File: config.mk
export PLATFORM = sky130hd
export DESIGN_NAME = hsv_to_rgb_color
export DESIGN_NICKNAME = d
export VERILOG_FILES = /design/src/hdl/hsv2rgb_pkg.sv /design/src/hdl/hsv_to_rgb_color.sv
export SDC_FILE = /design/constraint.sdc
export NUM_CORES = 1
export LEC_CHECK = 0
export BUFFER_PORTS_ARGS = -buffer_cell sky130_fd_sc_hd__buf_2
export CORE_MARGIN = 2
export CORE_UTILIZATION = 70
export DETAILED_ROUTE_END_ITERATION = 16
export GPL_TIMING_DRIVEN = 0
export PLACE_DENSITY = 0.88
export SLEW_MARGIN = 20
export SYNTH_ARGS = -nofsm -noshare
export SYNTH_HDL_FRONTEND = slang
export SYNTH_SLANG_ARGS = --single-unit
File: constraint.sdc
create_clock -name clock -period 15.47 [get_ports clock]
set_input_delay 2.3205 -clock clock [delete_from_list [all_inputs] [get_ports clock]]
set_output_delay 2.3205 -clock clock [all_outputs]
set_load 0.1 [all_outputs]
File: src/hdl/hsv2rgb_pkg.sv
// Package for the HSV to RGB color converter.
// Holds the word types of both channels and the hue sector codes.
// No dependencies.
package hsv2rgb_pkg;

   localparam int CHAN_W = 8;

   // Hue sectors, one sixth of a turn each.
   localparam logic [2:0] SECTOR_RED_YELLOW    = 3'd0;
   localparam logic [2:0] SECTOR_YELLOW_GREEN  = 3'd1;
   localparam logic [2:0] SECTOR_GREEN_CYAN    = 3'd2;
   localparam logic [2:0] SECTOR_CYAN_BLUE     = 3'd3;
   localparam logic [2:0] SECTOR_BLUE_MAGENTA  = 3'd4;
   localparam logic [2:0] SECTOR_MAGENTA_RED   = 3'd5;

   typedef struct packed {
      logic [CHAN_W-1:0] hue;
      logic [CHAN_W-1:0] saturation;
      logic [CHAN_W-1:0] brightness;
   } hsv_req_type;

   typedef struct packed {
      logic [CHAN_W-1:0] red;
      logic [CHAN_W-1:0] green;
      logic [CHAN_W-1:0] blue;
   } hsv_rsp_type;

endpackage

File: src/hdl/hsv_to_rgb_color.sv
// HSV to RGB color converter, top level.
// An accepted request word passes stages 1, 2 and 3 and the output stage before it is a valid response word.
// Throughput: one word per cycle while rsp_stall is low; each stage refills as soon as it empties.
// The depth is set by the hue split stage, the two dependent multiplier levels and the output stage.
// Reset clears all stage valid bits; payload registers are not reset.
// Depends on hsv2rgb_pkg.
module hsv_to_rgb_color (
   input  logic                     clock,
   input  logic                     reset,
   input  logic                     req_valid,
   output logic                     req_stall,
   input  hsv2rgb_pkg::hsv_req_type req_word,
   output logic                     rsp_valid,
   input  logic                     rsp_stall,
   output hsv2rgb_pkg::hsv_rsp_type rsp_word
);
   import hsv2rgb_pkg::*;

   // Stage 1: sector and fraction of the hue.
   logic              s1_valid_ff;
   logic [2:0]        s1_sector_ff, s1_sector_in;
   logic [7:0]        s1_frac_ff, s1_frac_in;
   logic [7:0]        s1_sat_ff;
   logic [7:0]        s1_bri_ff;
   // Stage 2: scaled saturations and the p level.
   logic              s2_valid_ff;
   logic [2:0]        s2_sector_ff;
   logic [7:0]        s2_bri_ff;
   logic [7:0]        s2_sf_ff, s2_sf_in;
   logic [7:0]        s2_sg_ff, s2_sg_in;
   logic [7:0]        s2_p_ff, s2_p_in;
   // Stage 3: q and t levels.
   logic              s3_valid_ff;
   logic [2:0]        s3_sector_ff;
   logic [7:0]        s3_bri_ff;
   logic [7:0]        s3_p_ff;
   logic [7:0]        s3_q_ff, s3_q_in;
   logic [7:0]        s3_t_ff, s3_t_in;
   // Output stage.
   logic              out_valid_ff;
   hsv_rsp_type       out_word_ff, out_word_in;

   logic              en1, en2, en3, en_out;
   logic [10:0]       hue_x6;
   logic [17:0]       sf_prod, sg_prod, p_prod, q_prod, t_prod;
   logic [7:0]        lvl_r, lvl_g, lvl_b;

   // A stage loads when it is empty or its contents move on.
   assign en_out    = !out_valid_ff || !rsp_stall;
   assign en3       = !s3_valid_ff || en_out;
   assign en2       = !s2_valid_ff || en3;
   assign en1       = !s1_valid_ff || en2;
   assign req_stall = !en1;

   // Hue times six by shift and add; the top bits are the sector.
   always_comb begin
      hue_x6       = {1'b0, req_word.hue, 2'b00} + {2'b00, req_word.hue, 1'b0};
      s1_sector_in = hue_x6[10:8];
      s1_frac_in   = hue_x6[7:0];
   end

   // One multiply level: s*f, s*(1-f) and v*(1-s), all truncated to Q0.8.
   always_comb begin
      sf_prod = {10'd0, s1_sat_ff} * {10'd0, s1_frac_ff};
      sg_prod = {10'd0, s1_sat_ff} * (18'd256 - {10'd0, s1_frac_ff});
      p_prod  = {10'd0, s1_bri_ff} * (18'd256 - {10'd0, s1_sat_ff});
      s2_sf_in = sf_prod[15:8];
      s2_sg_in = sg_prod[15:8];
      s2_p_in  = p_prod[15:8];
   end

   // Second multiply level: v*(1-s*f) and v*(1-s*(1-f)).
   // Zero saturation makes p, q and t all equal to v, so gray needs no special path.
   always_comb begin
      q_prod  = {10'd0, s2_bri_ff} * (18'd256 - {10'd0, s2_sf_ff});
      t_prod  = {10'd0, s2_bri_ff} * (18'd256 - {10'd0, s2_sg_ff});
      s3_q_in = q_prod[15:8];
      s3_t_in = t_prod[15:8];
   end

   // Sector permutation of the levels.
   always_comb begin
      unique case (s3_sector_ff)
         SECTOR_RED_YELLOW: begin
            lvl_r = s3_bri_ff; lvl_g = s3_t_ff;   lvl_b = s3_p_ff;
         end
         SECTOR_YELLOW_GREEN: begin
            lvl_r = s3_q_ff;   lvl_g = s3_bri_ff; lvl_b = s3_p_ff;
         end
         SECTOR_GREEN_CYAN: begin
            lvl_r = s3_p_ff;   lvl_g = s3_bri_ff; lvl_b = s3_t_ff;
         end
         SECTOR_CYAN_BLUE: begin
            lvl_r = s3_p_ff;   lvl_g = s3_q_ff;   lvl_b = s3_bri_ff;
         end
         SECTOR_BLUE_MAGENTA: begin
            lvl_r = s3_t_ff;   lvl_g = s3_p_ff;   lvl_b = s3_bri_ff;
         end
         default: begin
            lvl_r = s3_bri_ff; lvl_g = s3_p_ff;   lvl_b = s3_q_ff;
         end
      endcase
   end

   // Scaling by 255/256 with truncation is the level minus one, except at zero.
   always_comb begin
      out_word_in.red   = lvl_r - {7'd0, (lvl_r != 8'd0)};
      out_word_in.green = lvl_g - {7'd0, (lvl_g != 8'd0)};
      out_word_in.blue  = lvl_b - {7'd0, (lvl_b != 8'd0)};
   end

   // Stage valid bits.
   always_ff @(posedge clock) begin
      if (reset) begin
         s1_valid_ff  <= 1'b0;
         s2_valid_ff  <= 1'b0;
         s3_valid_ff  <= 1'b0;
         out_valid_ff <= 1'b0;
      end else begin
         if (en1)    s1_valid_ff  <= req_valid;
         if (en2)    s2_valid_ff  <= s1_valid_ff;
         if (en3)    s3_valid_ff  <= s2_valid_ff;
         if (en_out) out_valid_ff <= s3_valid_ff;
      end
   end

   // Stage payload registers.
   always_ff @(posedge clock) begin
      if (en1) begin
         s1_sector_ff <= s1_sector_in;
         s1_frac_ff   <= s1_frac_in;
         s1_sat_ff    <= req_word.saturation;
         s1_bri_ff    <= req_word.brightness;
      end
      if (en2) begin
         s2_sector_ff <= s1_sector_ff;
         s2_bri_ff    <= s1_bri_ff;
         s2_sf_ff     <= s2_sf_in;
         s2_sg_ff     <= s2_sg_in;
         s2_p_ff      <= s2_p_in;
      end
      if (en3) begin
         s3_sector_ff <= s2_sector_ff;
         s3_bri_ff    <= s2_bri_ff;
         s3_p_ff      <= s2_p_ff;
         s3_q_ff      <= s3_q_in;
         s3_t_ff      <= s3_t_in;
      end
      if (en_out) begin
         out_word_ff  <= out_word_in;
      end
   end

   assign rsp_valid = out_valid_ff;
   assign rsp_word  = out_word_ff;

   // The input side only stalls when the first stage holds a word.
   a_stall_needs_word: assert property (@(posedge clock) disable iff (reset)
      req_stall |-> s1_valid_ff)
      else $error("request stalled with an empty first stage");

   // A word waiting in stage 3 replaces a delivered response at once.
   a_refill: assert property (@(posedge clock) disable iff (reset)
      (rsp_valid && !rsp_stall && s3_valid_ff) |=> rsp_valid)
      else $error("output stage failed to refill from stage 3");

   // Scaled channels never reach full scale.
   a_chan_range: assert property (@(posedge clock) disable iff (reset)
      rsp_valid |-> (rsp_word.red != 8'hFF && rsp_word.green != 8'hFF &&
                     rsp_word.blue != 8'hFF))
      else $error("channel value above scaled maximum");

endmodule
==> Word level (Yosys, flattened, before mapping) <==
Cells that the tools add are included.
W data, S select, Z words.
{ "word_totals": {"input_bits": 28, "reg_bits": 125, "word_cells": 59} }
{ "op_classes": {"reduce_logical": 18, "muxes": 3, "n_eq_ne": 4, "mul": 5, "addsub": 8} }
{ "op_table": {"columns": ["operator", "count"], "rows": [
  ["$pmux W8 S3", 3],
  ["$mul A9 B10 Y16", 4],
  ["$sub A9 B8 Y10 const A", 4],
  ["$reduce_bool A8 Y1", 3],
  ["$sub A8 B1 Y8", 3],
  ["$mul A8 B8 Y16", 1],
  ["$add A10 B9 Y11", 1],
  ["$reduce_or A2 Y1", 4],
  ["$eq A3 B2 Y1 const B", 2],
  ["$logic_not A1 Y1", 6],
  ["$logic_or A1 B1 Y1", 4],
  ["$eq A3 B1 Y1 const B", 1],
  ["$eq A3 B3 Y1 const B", 1],
  ["$logic_not A3 Y1", 1]
]} }

==> Depth between registers and ports, before layout <==
Gate-level depths: netlist (run 1).
{ "depth": {"ltp_word": 6, "mapped_depth": 21} }

==> Worst setup path before layout (run 1) <==
No wires, ideal clock.
{ "synth_timing": {"path_type": "input to output", "start": "in rsp_stall", "end": "out req_stall", "arrival_time_ns": 4.135, "cell_stages": 3, "setup_slack_ns": 9.015, "required_ns": 13.150, "path_cell_list": "and3_1 nand3_1 inv_1"} }
{ "synth_between": {"elab_chain_len": 6} }
{ "synth_rtl": {"columns": ["element", "line_no", "text"], "rows": [
  ["start, declared", "hsv_to_rgb_color.sv:14", "input logic rsp_stall,"],
  ["$logic_not A1 Y1", "hsv_to_rgb_color.sv:49", "assign en_out = !out_valid_ff || !rsp_stall;"],
  ["$logic_or A1 B1 Y1", "hsv_to_rgb_color.sv:49", null],
  ["$logic_or A1 B1 Y1", "hsv_to_rgb_color.sv:50", "assign en3 = !s3_valid_ff || en_out;"],
  ["$logic_or A1 B1 Y1", "hsv_to_rgb_color.sv:51", "assign en2 = !s2_valid_ff || en3;"],
  ["$logic_or A1 B1 Y1", "hsv_to_rgb_color.sv:52", "assign en1 = !s1_valid_ff || en2;"],
  ["$logic_not A1 Y1", "hsv_to_rgb_color.sv:53", "assign req_stall = !en1;"],
  ["end, declared", "hsv_to_rgb_color.sv:11", "output logic req_stall,"]
]} }
No other way between the ends.

==> Worst setup path in the final report (run 1) <==
Ends and elaborated chain as after synthesis.

==> summary.md, run 1 <==
| Metric | Value |
|---|---|
| CTS Buffer Depth | `2` |
| Worst skew pair latency | `around 430 ps` |
| Setup Crit Path Kind | `input port to output pin` |
| WL/cell | `18.2 um` |
| Layout cells sized above 1 | `roughly 7.7%` |
| Final critical-path share of the clock period | `40.5%` |
| Post-CTS Setup Bufs | `0` |
| Syn nets | `~2,000` |
| Normalized max-slew margin | `roughly 36%` |
| Hold_buf cts | `0` |
| Area contributors post-synth | `fa_1, edfxtp_1, ha_1` |
| Fillers | `about 1,500` |
| Worst r2r src | `s1_frac_ff[6]` |
| Die width | `between 150 and 200 um` |
| TNS Setup | `0 ps` |
| Initial drt markers | `around 880` |
| Post-Syn Area per Cell | `9.85 um2` |
| IO Pins | `54` |
| Post-synth top flop | `edfxtp_1` |
| DRT Pass-1 Iters | `8` |
| CP delay by family, top | `simple AND/OR/NAND/NOR gates` |
| Hold Crit Class | `register to register` |
| CTS-repair resized insts | `0` |
| # clock sinks | `roughly 120` |
| CORE AREA | `between 20,000 and 25,000 um2` |
| Crit-path max FO | `28` |
| Avg Vias per Cell | `approximately 6` |
| Hold endpoint | `s3_p_ff[6]` |
| Met3 wire length | `about 2.2 mm` |
| Warning count from the yosys run | `0` |
| Data required time of the critical path | `around 13,000 ps` |
| GRT Total Usage | `roughly 32%` |
| Clock-pin slew on the worst setup and hold paths | `approximately 60 ps` |
| Die Height | `about 150 um` |
| Number of library cell types mapped by synthesis | `a little over 70` |
| IO Port Bufs | `between 50 and 60` |
| Most frequent cell after synthesis | `inv_1` |
| # rows | `55` |
| Post-synth top area cell | `fa_1` |
| Hold Fails Final Rpt | `0` |
| Gp weighted congestion | `a little over 0.9` |
| Die area | `23,800 um2` |
| Design area | `17,100 um2` |
| Vias in the first global route | `12,600` |
| Critical-path top delay cell | `nand3_2` |
| Starting Density | `about 71%` |
| Share of the synthesized area in the top cell type | `a little under a quarter` |
| Startpoint types | `input port` |
| Largest net degree at the start of global routing | `36` |
| Largest stage delay on the critical path | `between 600 and 700 ps` |
| Clock root buffer | `clkbuf_16` |
| Wire length on met1 | `13.8 mm` |
| Async set-or-reset flop fraction in the synthesized netlist | `0%` |
| Unrepaired setup endpoints after global routing | `no` |
| GRT overflow | `0` |
| Initial antenna violation count | `0` |
| Residual DRC | `0` |
| Cell count after synthesis | `1,608` |
| Arrival @ worst endpoint | `~4000 ps` |
| Reg2Reg Depth | `19` |
| Status | `finished clean` |
| Dpl cell area | `roughly 16,000 um2` |
| CP endpoint kind | `output pin` |
| H-tree Lvls | `4` |
| Most numerous cell on the critical path | `buf_2` |
| Cts bufs inserted | `17` |
| Part of the Yosys area used for sequential elements | `a little under a quarter` |
| CTS tree | `done` |
| Ant diodes | `0` |
| Via count | `about 12,000` |
| Layout area overhead | `7.77%` |
| Pins Over Slew Limit | `0` |
| Max-cap viol count | `0` |
| Met2 wire len | `~18 mm` |
| Commonest cells in the synthesized netlist | `inv_1, fa_1, ha_1, and2_1, nand2_1` |
| Final Critical Period | `6270 ps` |
| Hold path startpoint | `s2_p_ff[6]` |
| Layout Nets | `between 2,000 and 2,500` |
| Seq cells post-synth | `124` |
| Post-DP HPWL | `27.3 mm` |
| CP cell instances | `buf_2, and3_1, nand3_2, inv_1, buf_2` |
| Max Fclk | `between 150 and 200 MHz` |
| Global-route wire length before repair | `approximately 61 mm` |
| Crit path buffers/inverters | `3` |
| Clk_skew | `roughly 13 ps` |
| Final setup vio count | `0` |
| Top Metal Used | `met4` |
| Antenna-violating nets left | `0` |
| Slew @ Worst Pin | `952 ps` |
| R2r setup slk | `9250 ps` |
| WHS Path Cells | `0` |
| Synth Cell Area | `around 16,000 um2` |
| RR Endpoint | `s2_sg_ff[7]` |
| WL final | `between 30 and 40 mm` |
| EDFF count, synth | `120` |
==> worst max-delay path by stage <==
stage | from | endpoint | depth (start not counted)
finish | rsp_stall | req_stall | 5
global route | s1_frac_ff[6] | s2_sg_ff[7] | 19
CTS | rsp_stall | req_stall | 5
detailed placement | rsp_stall | req_stall | 5
global placement | rsp_stall | req_stall | 5
floorplan | rsp_stall | req_stall | 3
==> logic make-up after synthesis <==
family | synth area share, %
xor gates and xnor gates | 5.37
muxes | 2.25
DFF | 23.3
adders and majority gates | 38.5
and+or+nand+nor | 16.8
AOI/OAI and AO/OA | 5.80
buffers and inverters | 7.94
==> registers in the layout, summed over array words and instances, names as in the netlist <==
| signal | count |
|---|---|
| rsp_word | 24 |
| s1_bri_ff | 8 |
| s1_sat_ff | 8 |
| s2_bri_ff | 8 |
| s2_p_ff | 8 |
| s2_sf_ff | 8 |
| s2_sg_ff | 8 |
| s3_bri_ff | 8 |
| s3_p_ff | 8 |
| s3_q_ff | 8 |
| s3_t_ff | 8 |
| s1_frac_ff | 7 |
| s1_sector_ff | 3 |
| s2_sector_ff | 3 |
| s3_sector_ff | 3 |
| rsp_valid | 1 |
| s1_valid_ff | 1 |
| s2_valid_ff | 1 |
| s3_valid_ff | 1 |
==> through the flow <==
stage	worst slack (ps)	hold WS (ps)	cells	utilization [%]
4_1_cts	9190	416	1978	76.1
2_1_floorplan	9010	400	1608	-
6_report	9200	417	1978	76.1
5_1_grt	8880	425	1978	76.1
3_5_place_dp	9200	405	1946	73.4
3_3_place_gp	8850	402	1946	73.3
==> cell type report <==
| cell class | count | area [um2] | area share [%] |
|---|---|---|---|
| multi-input combinational | 1156 | 10900 | 63.9 |
| sequential | 124 | 3680 | 21.6 |
| inverter | 281 | 1050 | 6.18 |
| clock buffer | 17 | 425 | 2.49 |
| tap | 285 | 357 | 2.09 |
| timing repair buffer | 53 | 265 | 1.55 |
| buffer | 47 | 203 | 1.19 |
| clock inverter | 15 | 175 | 1.03 |
==> routing by layer <==
layer	vias up	GRT usage, %
met2	529	56.7
met5	-	0
li1	5340	-
met1	5691	39.0
met4	0	16.9
met3	167	4.51
==> layout by cell type, fill, tap and decap left out, drive strengths merged, types with 4 or more instances in the layout <==
| master | n |
|---|---|
| inv | 289 |
| fa | 188 |
| ha | 187 |
| and2 | 179 |
| nand2 | 172 |
| edfxtp | 120 |
| xnor2 | 68 |
| buf | 66 |
| nor2 | 60 |
| clkbuf | 51 |
| a21oi | 46 |
| xor2 | 29 |
| o21ai | 23 |
| mux2i | 21 |
| nand3 | 20 |
| nor3 | 19 |
| mux2 | 13 |
| and3 | 12 |
| nand4 | 10 |
| a21o | 10 |
| nor2b | 8 |
| a211oi | 7 |
| o22ai | 7 |
| nor4 | 6 |
| or2 | 5 |
| nand2b | 5 |
| o211ai | 5 |
| clkinv | 5 |
| o21a | 4 |
| o41ai | 4 |
| dfxtp | 4 |
Power of run 1 is not shown: default switching activity piles up to over one toggle a cycle in this logic, so the estimate is an artifact.
==> inputs of run 2 (changes only) <==
Settings changed: ABC_AREA set to 1, CORE_UTILIZATION 70 to 65, PLACE_DENSITY 0.88 to 0.83.
Clock period 15.47 ns to 6.4 ns, I/O delays scaled along.
==> run 2 against run 1 <==
Effect of this change:
- via count up 14%
- clock-buffer cell count increased by 1
- non-clock buffer count down 7
- die area rose by 12%
- final area is 4.0% higher
- synthesized cell count increased by 29%
- hold slack better by 3.7 ps
- sequential cell count is the same
- utilization is 5.2 points lower
- global-route usage fell by 2.4 points
- critical path type is now register to register
- highest routed layer unchanged
==> summary.md, run 2 <==
| Metric | Value |
|---|---|
| Clock root buffer | `clkbuf_16` |
| Cell count after synthesis | `about 2,100` |
| Clk_skew | `between 20 and 25 ps` |
| CP endpoint kind | `register` |
| CTS Buffer Depth | `2` |
| Die width | `roughly 160 um` |
| Synth Area in Compound Gates | `4.54%` |
| WL/cell | `about 15 um` |
| EDFF count, synth | `120` |
| Worst r2r src | `s2_sf_ff[0]` |
| GRT Total Usage | `roughly 30%` |
| IO Pins | `54` |
| DRT Pass-1 Iters | `6` |
| CTS-repair resized insts | `0` |
| WHS Path Cells | `0` |
| Layout area overhead | `7.70%` |
| H-tree Lvls | `4` |
| Reg2Reg Depth | `23` |
| Slew @ Worst Pin | `~1100 ps` |
| Pins Over Slew Limit | `0` |
| Commonest cells in the synthesized netlist | `nand2_1, inv_1, nor2_1, fa_1, ha_1` |
| Hold Crit Class | `register to register` |
| # clock sinks | `roughly 120` |
| Mux cell area share after synthesis | `0%` |
| Antenna-violating nets left | `0` |
| Largest net degree at the start of global routing | `38` |
| Global-route wire length before repair | `63.1 mm` |
| Setup Crit Path Kind | `register to register` |
| Max reg flops | `24` |
| Avg Vias per Cell | `5.37` |
| Seq cells post-synth | `roughly 120` |
| Post-Syn Area per Cell | `between 7 and 8 um2` |
| IO Port Bufs | `53` |
| RR Endpoint | `s3_q_ff[7]` |
| Async set-or-reset flop fraction in the synthesized netlist | `0%` |
| Crit-path max FO | `9` |
| Post-synth top area cell | `fa_1` |
| Final Critical Period | `5690 ps` |
| Hold_buf cts | `0` |
| TNS Setup | `0 ps` |
| Worst skew pair latency | `approximately 430 ps` |
| Commonest non-fill, non-tap cells in the layout | `nand2_1, inv_1, nor2_1` |
| R2r setup slk | `around 710 ps` |
| Number of library cell types mapped by synthesis | `41` |
| WL final | `about 37 mm` |
| Starting Density | `between 60 and 70%` |
| Max Fclk | `around 180 MHz` |
| Warning count from the yosys run | `0` |
| Residual DRC | `0` |
| Layout cells sized above 1 | `around 5.3%` |
| Final setup vio count | `0` |
| Status | `finished clean` |
| Initial drt markers | `914` |
| CTS tree | `done` |
| Via count | `13,400` |
| Syn nets | `roughly 2,500` |
| GRT overflow | `0` |
| Hold endpoint | `s2_sector_ff[1]` |
| Vias in the first global route | `roughly 14,000` |
| Die area | `26,600 um2` |
| XOR/XNOR share of the synthesized area | `2.92%` |
| Share of the synthesized area in the top cell type | `~23%` |
| Unrepaired setup endpoints after global routing | `no` |
| Hold path startpoint | `s1_sector_ff[1]` |
| Part of the Yosys area used for sequential elements | `roughly 22%` |
| Cts bufs inserted | `17` |
| Data required time of the critical path | `6580 ps` |
| Area share of and/or/nand/nor cells after synthesis | `21.0%` |
| Adder-cell share of the synthesized area | `approximately 37%` |
| Normalized max-slew margin | `between 20 and 30%` |
| Post-synth top flop | `edfxtp_1` |
| Ant diodes | `0` |
| Gp weighted congestion | `0.926` |
| Synth Cell Area | `roughly 16,000 um2` |
| Arrival @ worst endpoint | `between 5000 and 6000 ps` |
| Post-CTS Setup Bufs | `0` |
| CORE AREA | `roughly 25,000 um2` |
| Hold Fails Final Rpt | `0` |
| # rows | `58` |
| Clock-pin slew on the worst setup and hold paths | `~60 ps` |
| Largest family of logic cells by synthesized area | `adder cells` |
| Startpoint types | `register` |
| Most frequent cell after synthesis | `nand2_1` |
| Layout Nets | `approximately 2,500` |
| Die Height | `roughly 160 um` |
| Max-cap viol count | `0` |
| Post-DP HPWL | `~31 mm` |
| Initial antenna violation count | `0` |
| Commonest non-fill, non-tap cell in the layout | `nand2_1` |
| Final critical-path share of the clock period | `between 80% and 90%` |
| Area contributors post-synth | `fa_1, edfxtp_1, ha_1` |
-- run 2: cell count changes in the layout (fill, tap and decap cells not counted), moves of 8 or more --
cell	change
nand2_1	+327
inv_1	+203
and2_1	-178
nor2_1	+158
nand3_1	+66
xnor2_1	-44
a21oi_1	+22
mux2i_1	-21
and3_1	-12
mux2_2	-10
nand4_1	+8
nor2b_1	-8
o21bai_1	+8
-- run 2: critical path: stages (launching register included) --
cell and delay (ps):
edfxtp_1 370, clkbuf_1 270, inv_1 150, ha_1 190, nand2_1 90, or2_2 300, o21ai_0 170, nand2_1 150
inv_1 150, nand2_1 100, fa_1 540, inv_1 60, fa_1 510, fa_1 500, inv_1 50, fa_1 530
inv_1 40, ha_1 340, a21oi_1 310, o21ai_0 190, a21oi_1 260, nand2_1 80, nand2_1 60, nand2_1 50
-- run 2: logic make-up (layout without fill, tap and decap cells) --
logic type,Yosys count,count (layout)
XOR/XNOR,55,55
AND/OR/NAND/NOR,856,856
AO/OA/AOI/OAI,130,130
adder cells (fa/ha/maj),375,375
buffers and inverters,532,617
flip-flops,124,124
-- run 2: stage by stage --
| stage | util [%] | setup WS, ps | cell area (um2) | hold WS, ps | cells |
|---|---|---|---|---|---|
| after detailed placement | 68.5 | 781 | 17200 | 407 | 2455 |
| after global routing | 70.9 | 320 | 17800 | 430 | 2487 |
| final | 70.9 | 712 | 17800 | 420 | 2487 |
| after CTS | 70.9 | 772 | 17800 | 419 | 2487 |
| after floorplan | - | 543 | 16500 | 400 | 2072 |
| after global placement | 68.5 | 915 | 17200 | 403 | 2455 |
-- run 2: cell type report --
cell class / count / area [um2]
plain buffers: 40 / 165
clock buffers: 18 / 429
clock inverters: 14 / 161
fillers: 2006 / 7280
inverters: 492 / 1850
multi-input cells: 1416 / 10800
flip-flops and latches: 124 / 3680
well taps: 330 / 413
repair buffers: 53 / 265
-- run 2: how the worst max path moves through the flow --
stage | from | end
2_1_floorplan | rsp_valid | s1_bri_ff[0]
6_report | s2_sf_ff[0] | s3_q_ff[7]
5_1_grt | s2_sf_ff[0] | s3_q_ff[7]
4_1_cts | s2_sf_ff[0] | s3_q_ff[7]
3_3_place_gp | s2_sf_ff[0] | s3_q_ff[7]
3_5_place_dp | s2_sf_ff[0] | s3_q_ff[7]
-- run 2: per-layer routing --
layer | vias up | wire length [um] | share of wire (%) | track usage, %
met5 | - | 0 | 0 | 0
met4 | 0 | 998 | 2.7 | 11.1
met3 | 81 | 1780 | 4.8 | 4.04
met2 | 413 | 18700 | 50 | 53.1
met1 | 6400 | 15800 | 42 | 37.3
li1 | 6462 | - | - | -
Power of run 2 is left out for the same reason.
==> inputs of run 3 (changes only) <==
Settings changed: ABC_AREA 1 to unset.
==> run 3 against run 2 <==
Effect of this change:
- sequential share of layout area up 0.83 points
- sequential cell count unchanged
- utilization down 0.085 points
- critical path depth down 4
- clock skew down 4.2 ps
- non-clock buffer count up 7
- global-route usage down 2.1 points
- final cell count down 19%
- critical path type unchanged
- critical endpoint unchanged
- largest cell class unchanged
==> summary.md, run 3 (synthesis results as in run 1) <==
| Metric | Value |
|---|---|
| Status | `finished clean` |
| Clock-pin slew on the worst setup and hold paths | `approximately 60 ps` |
| H-tree Lvls | `4` |
| Die area | `25,600 um2` |
| IO Port Bufs | `53` |
| Critical-path top delay cell | `nor3_1` |
| Initial antenna violation count | `0` |
| Via count | `roughly 11,000` |
| Setup crit end | `s3_q_ff[7]` |
| Final Critical Period | `between 6000 and 7000 ps` |
| # clock sinks | `around 120` |
| Largest stage delay on the critical path | `approximately 670 ps` |
| CP cell instances | `inv_1, ha_1, nand3_1, nor3_1, nand2_1, fa_1, inv_1, fa_1, fa_1, inv_1, fa_1, inv_1, ha_1, a21o_1, and2_1, o41a_1, o21ba_2, a21oi_1, xnor2_1` |
| Non-Filler Instances | `just over 2,000` |
| Crit path buffers/inverters | `4` |
| Dpl cell area | `between 15,000 and 20,000 um2` |
| # rows | `57` |
| GRT Total Usage | `about 28%` |
| Reg2Reg Depth | `19` |
| Residual DRC | `0` |
| Slew @ Worst Pin | `between 900 and 1000 ps` |
| CTS tree | `done` |
| Unrepaired setup endpoints after global routing | `no` |
| WL final | `33.7 mm` |
| Pins Over Slew Limit | `0` |
| Startpoint types | `register` |
| Final setup vio count | `0` |
| Starting Density | `between 60% and 70%` |
| CP delay by family, top | `adder cells` |
| Largest net degree at the start of global routing | `36` |
| Layout cells sized above 1 | `around 7.6%` |
| Commonest non-fill, non-tap cell in the layout | `inv_1` |
| Ant diodes | `0` |
| Arrival @ worst endpoint | `~6200 ps` |
| Worst r2r src | `s2_sf_ff[0]` |
| Avg Vias per Cell | `roughly 5.6` |
| CORE AREA | `approximately 24,000 um2` |
| R2r setup slk | `between 300 and 400 ps` |
| Hold Crit Class | `register to register` |
| RR Endpoint | `s3_q_ff[7]` |
| Clock root buffer | `clkbuf_16` |
| Design area | `between 15,000 and 20,000 um2` |
| TNS Setup | `0 ps` |
| Gp weighted congestion | `a little over 0.9` |
| Hold Fails Final Rpt | `0` |
| Commonest non-fill, non-tap cells in the layout | `inv_1, fa_1, ha_1` |
| Antenna-violating nets left | `0` |
| Max Fclk | `~170 MHz` |
| Data required time of the critical path | `around 6600 ps` |
| Die width | `roughly 160 um` |
| Normalized max-slew margin | `35.1%` |
| Clk_skew | `16.5 ps` |
| Initial drt markers | `634` |
| Global-route wire length before repair | `between 50 and 60 mm` |
| Die Height | `between 150 and 200 um` |
| Vias in the first global route | `between 10,000 and 15,000` |
| Final critical-path share of the clock period | `a little over nine tenths` |
| GRT overflow | `0` |
| Post-DP HPWL | `26.9 mm` |
| Layout Nets | `~2,100` |
| Cts bufs inserted | `17` |
| Worst skew pair latency | `approximately 430 ps` |
| Max reg flops | `24` |
| Beginning of the critical path | `s2_sf_ff[0]` |
| Hold path startpoint | `s2_p_ff[5]` |
| WL/cell | `16.7 um` |
| Setup Crit Path Kind | `register to register` |
| Worst path depth | `19` |
| Max-cap viol count | `0` |
| Placed Cells incl. Taps | `between 1,500 and 2,000` |
| DRT Pass-1 Iters | `5` |
| Post-CTS Setup Bufs | `0` |
| CP endpoint kind | `register` |
| Layout area overhead | `7.82%` |
| CTS Buffer Depth | `2` |
| Core Util, Final | `a little over two thirds` |
| Crit-path max FO | `9` |
| IO Pins | `54` |
-- run 3: through the flow --
stage / setup WS, ps / hold WS (ps)
after global routing: 72.1 / 426
final: 362 / 414
after CTS: 302 / 420
after floorplan: 1020 / 400
after detailed placement: 359 / 405
after global placement: 368 / 402
-- run 3: layout make-up --
class                   instances  area, um2
clock buffers                  19        443
repair buffers                 53        265
plain buffers                  47        203
well taps                     324        405
multi-input cells            1156      10900
inverters                     281       1050
clock inverters                13        109
fillers                      1761       7030
flip-flops and latches        124       3680
-- run 3: worst min-delay path by stage --
| stage | end | depth (start not counted) |
|---|---|---|
| after floorplan | s2_sector_ff[0] | 0 |
| after global placement | s3_sector_ff[2] | 0 |
| after detailed placement | s3_p_ff[5] | 0 |
| after CTS | s3_p_ff[1] | 0 |
| after global routing | s3_p_ff[1] | 0 |
| final | s3_p_ff[5] | 0 |
-- run 3: what timing repair did --
| action | 4_1_cts | 5_1_grt |
|---|---|---|
| resized for setup | 0 | 1 |
| setup endpoints to repair | 0 | 2 |
| endpoints found under the hold margin | 0 | 0 |
| hold buffers | 0 | 0 |
-- run 3: layer usage --
| metal | track usage (%) | wire length (um) |
|---|---|---|
| met1 | 34.5 | 13800 |
| met2 | 50.3 | 17400 |
| met3 | 3.84 | 1460 |
| met4 | 9.17 | 970 |
| met5 | 0 | 0 |
Power of run 3 is left out for the same reason.
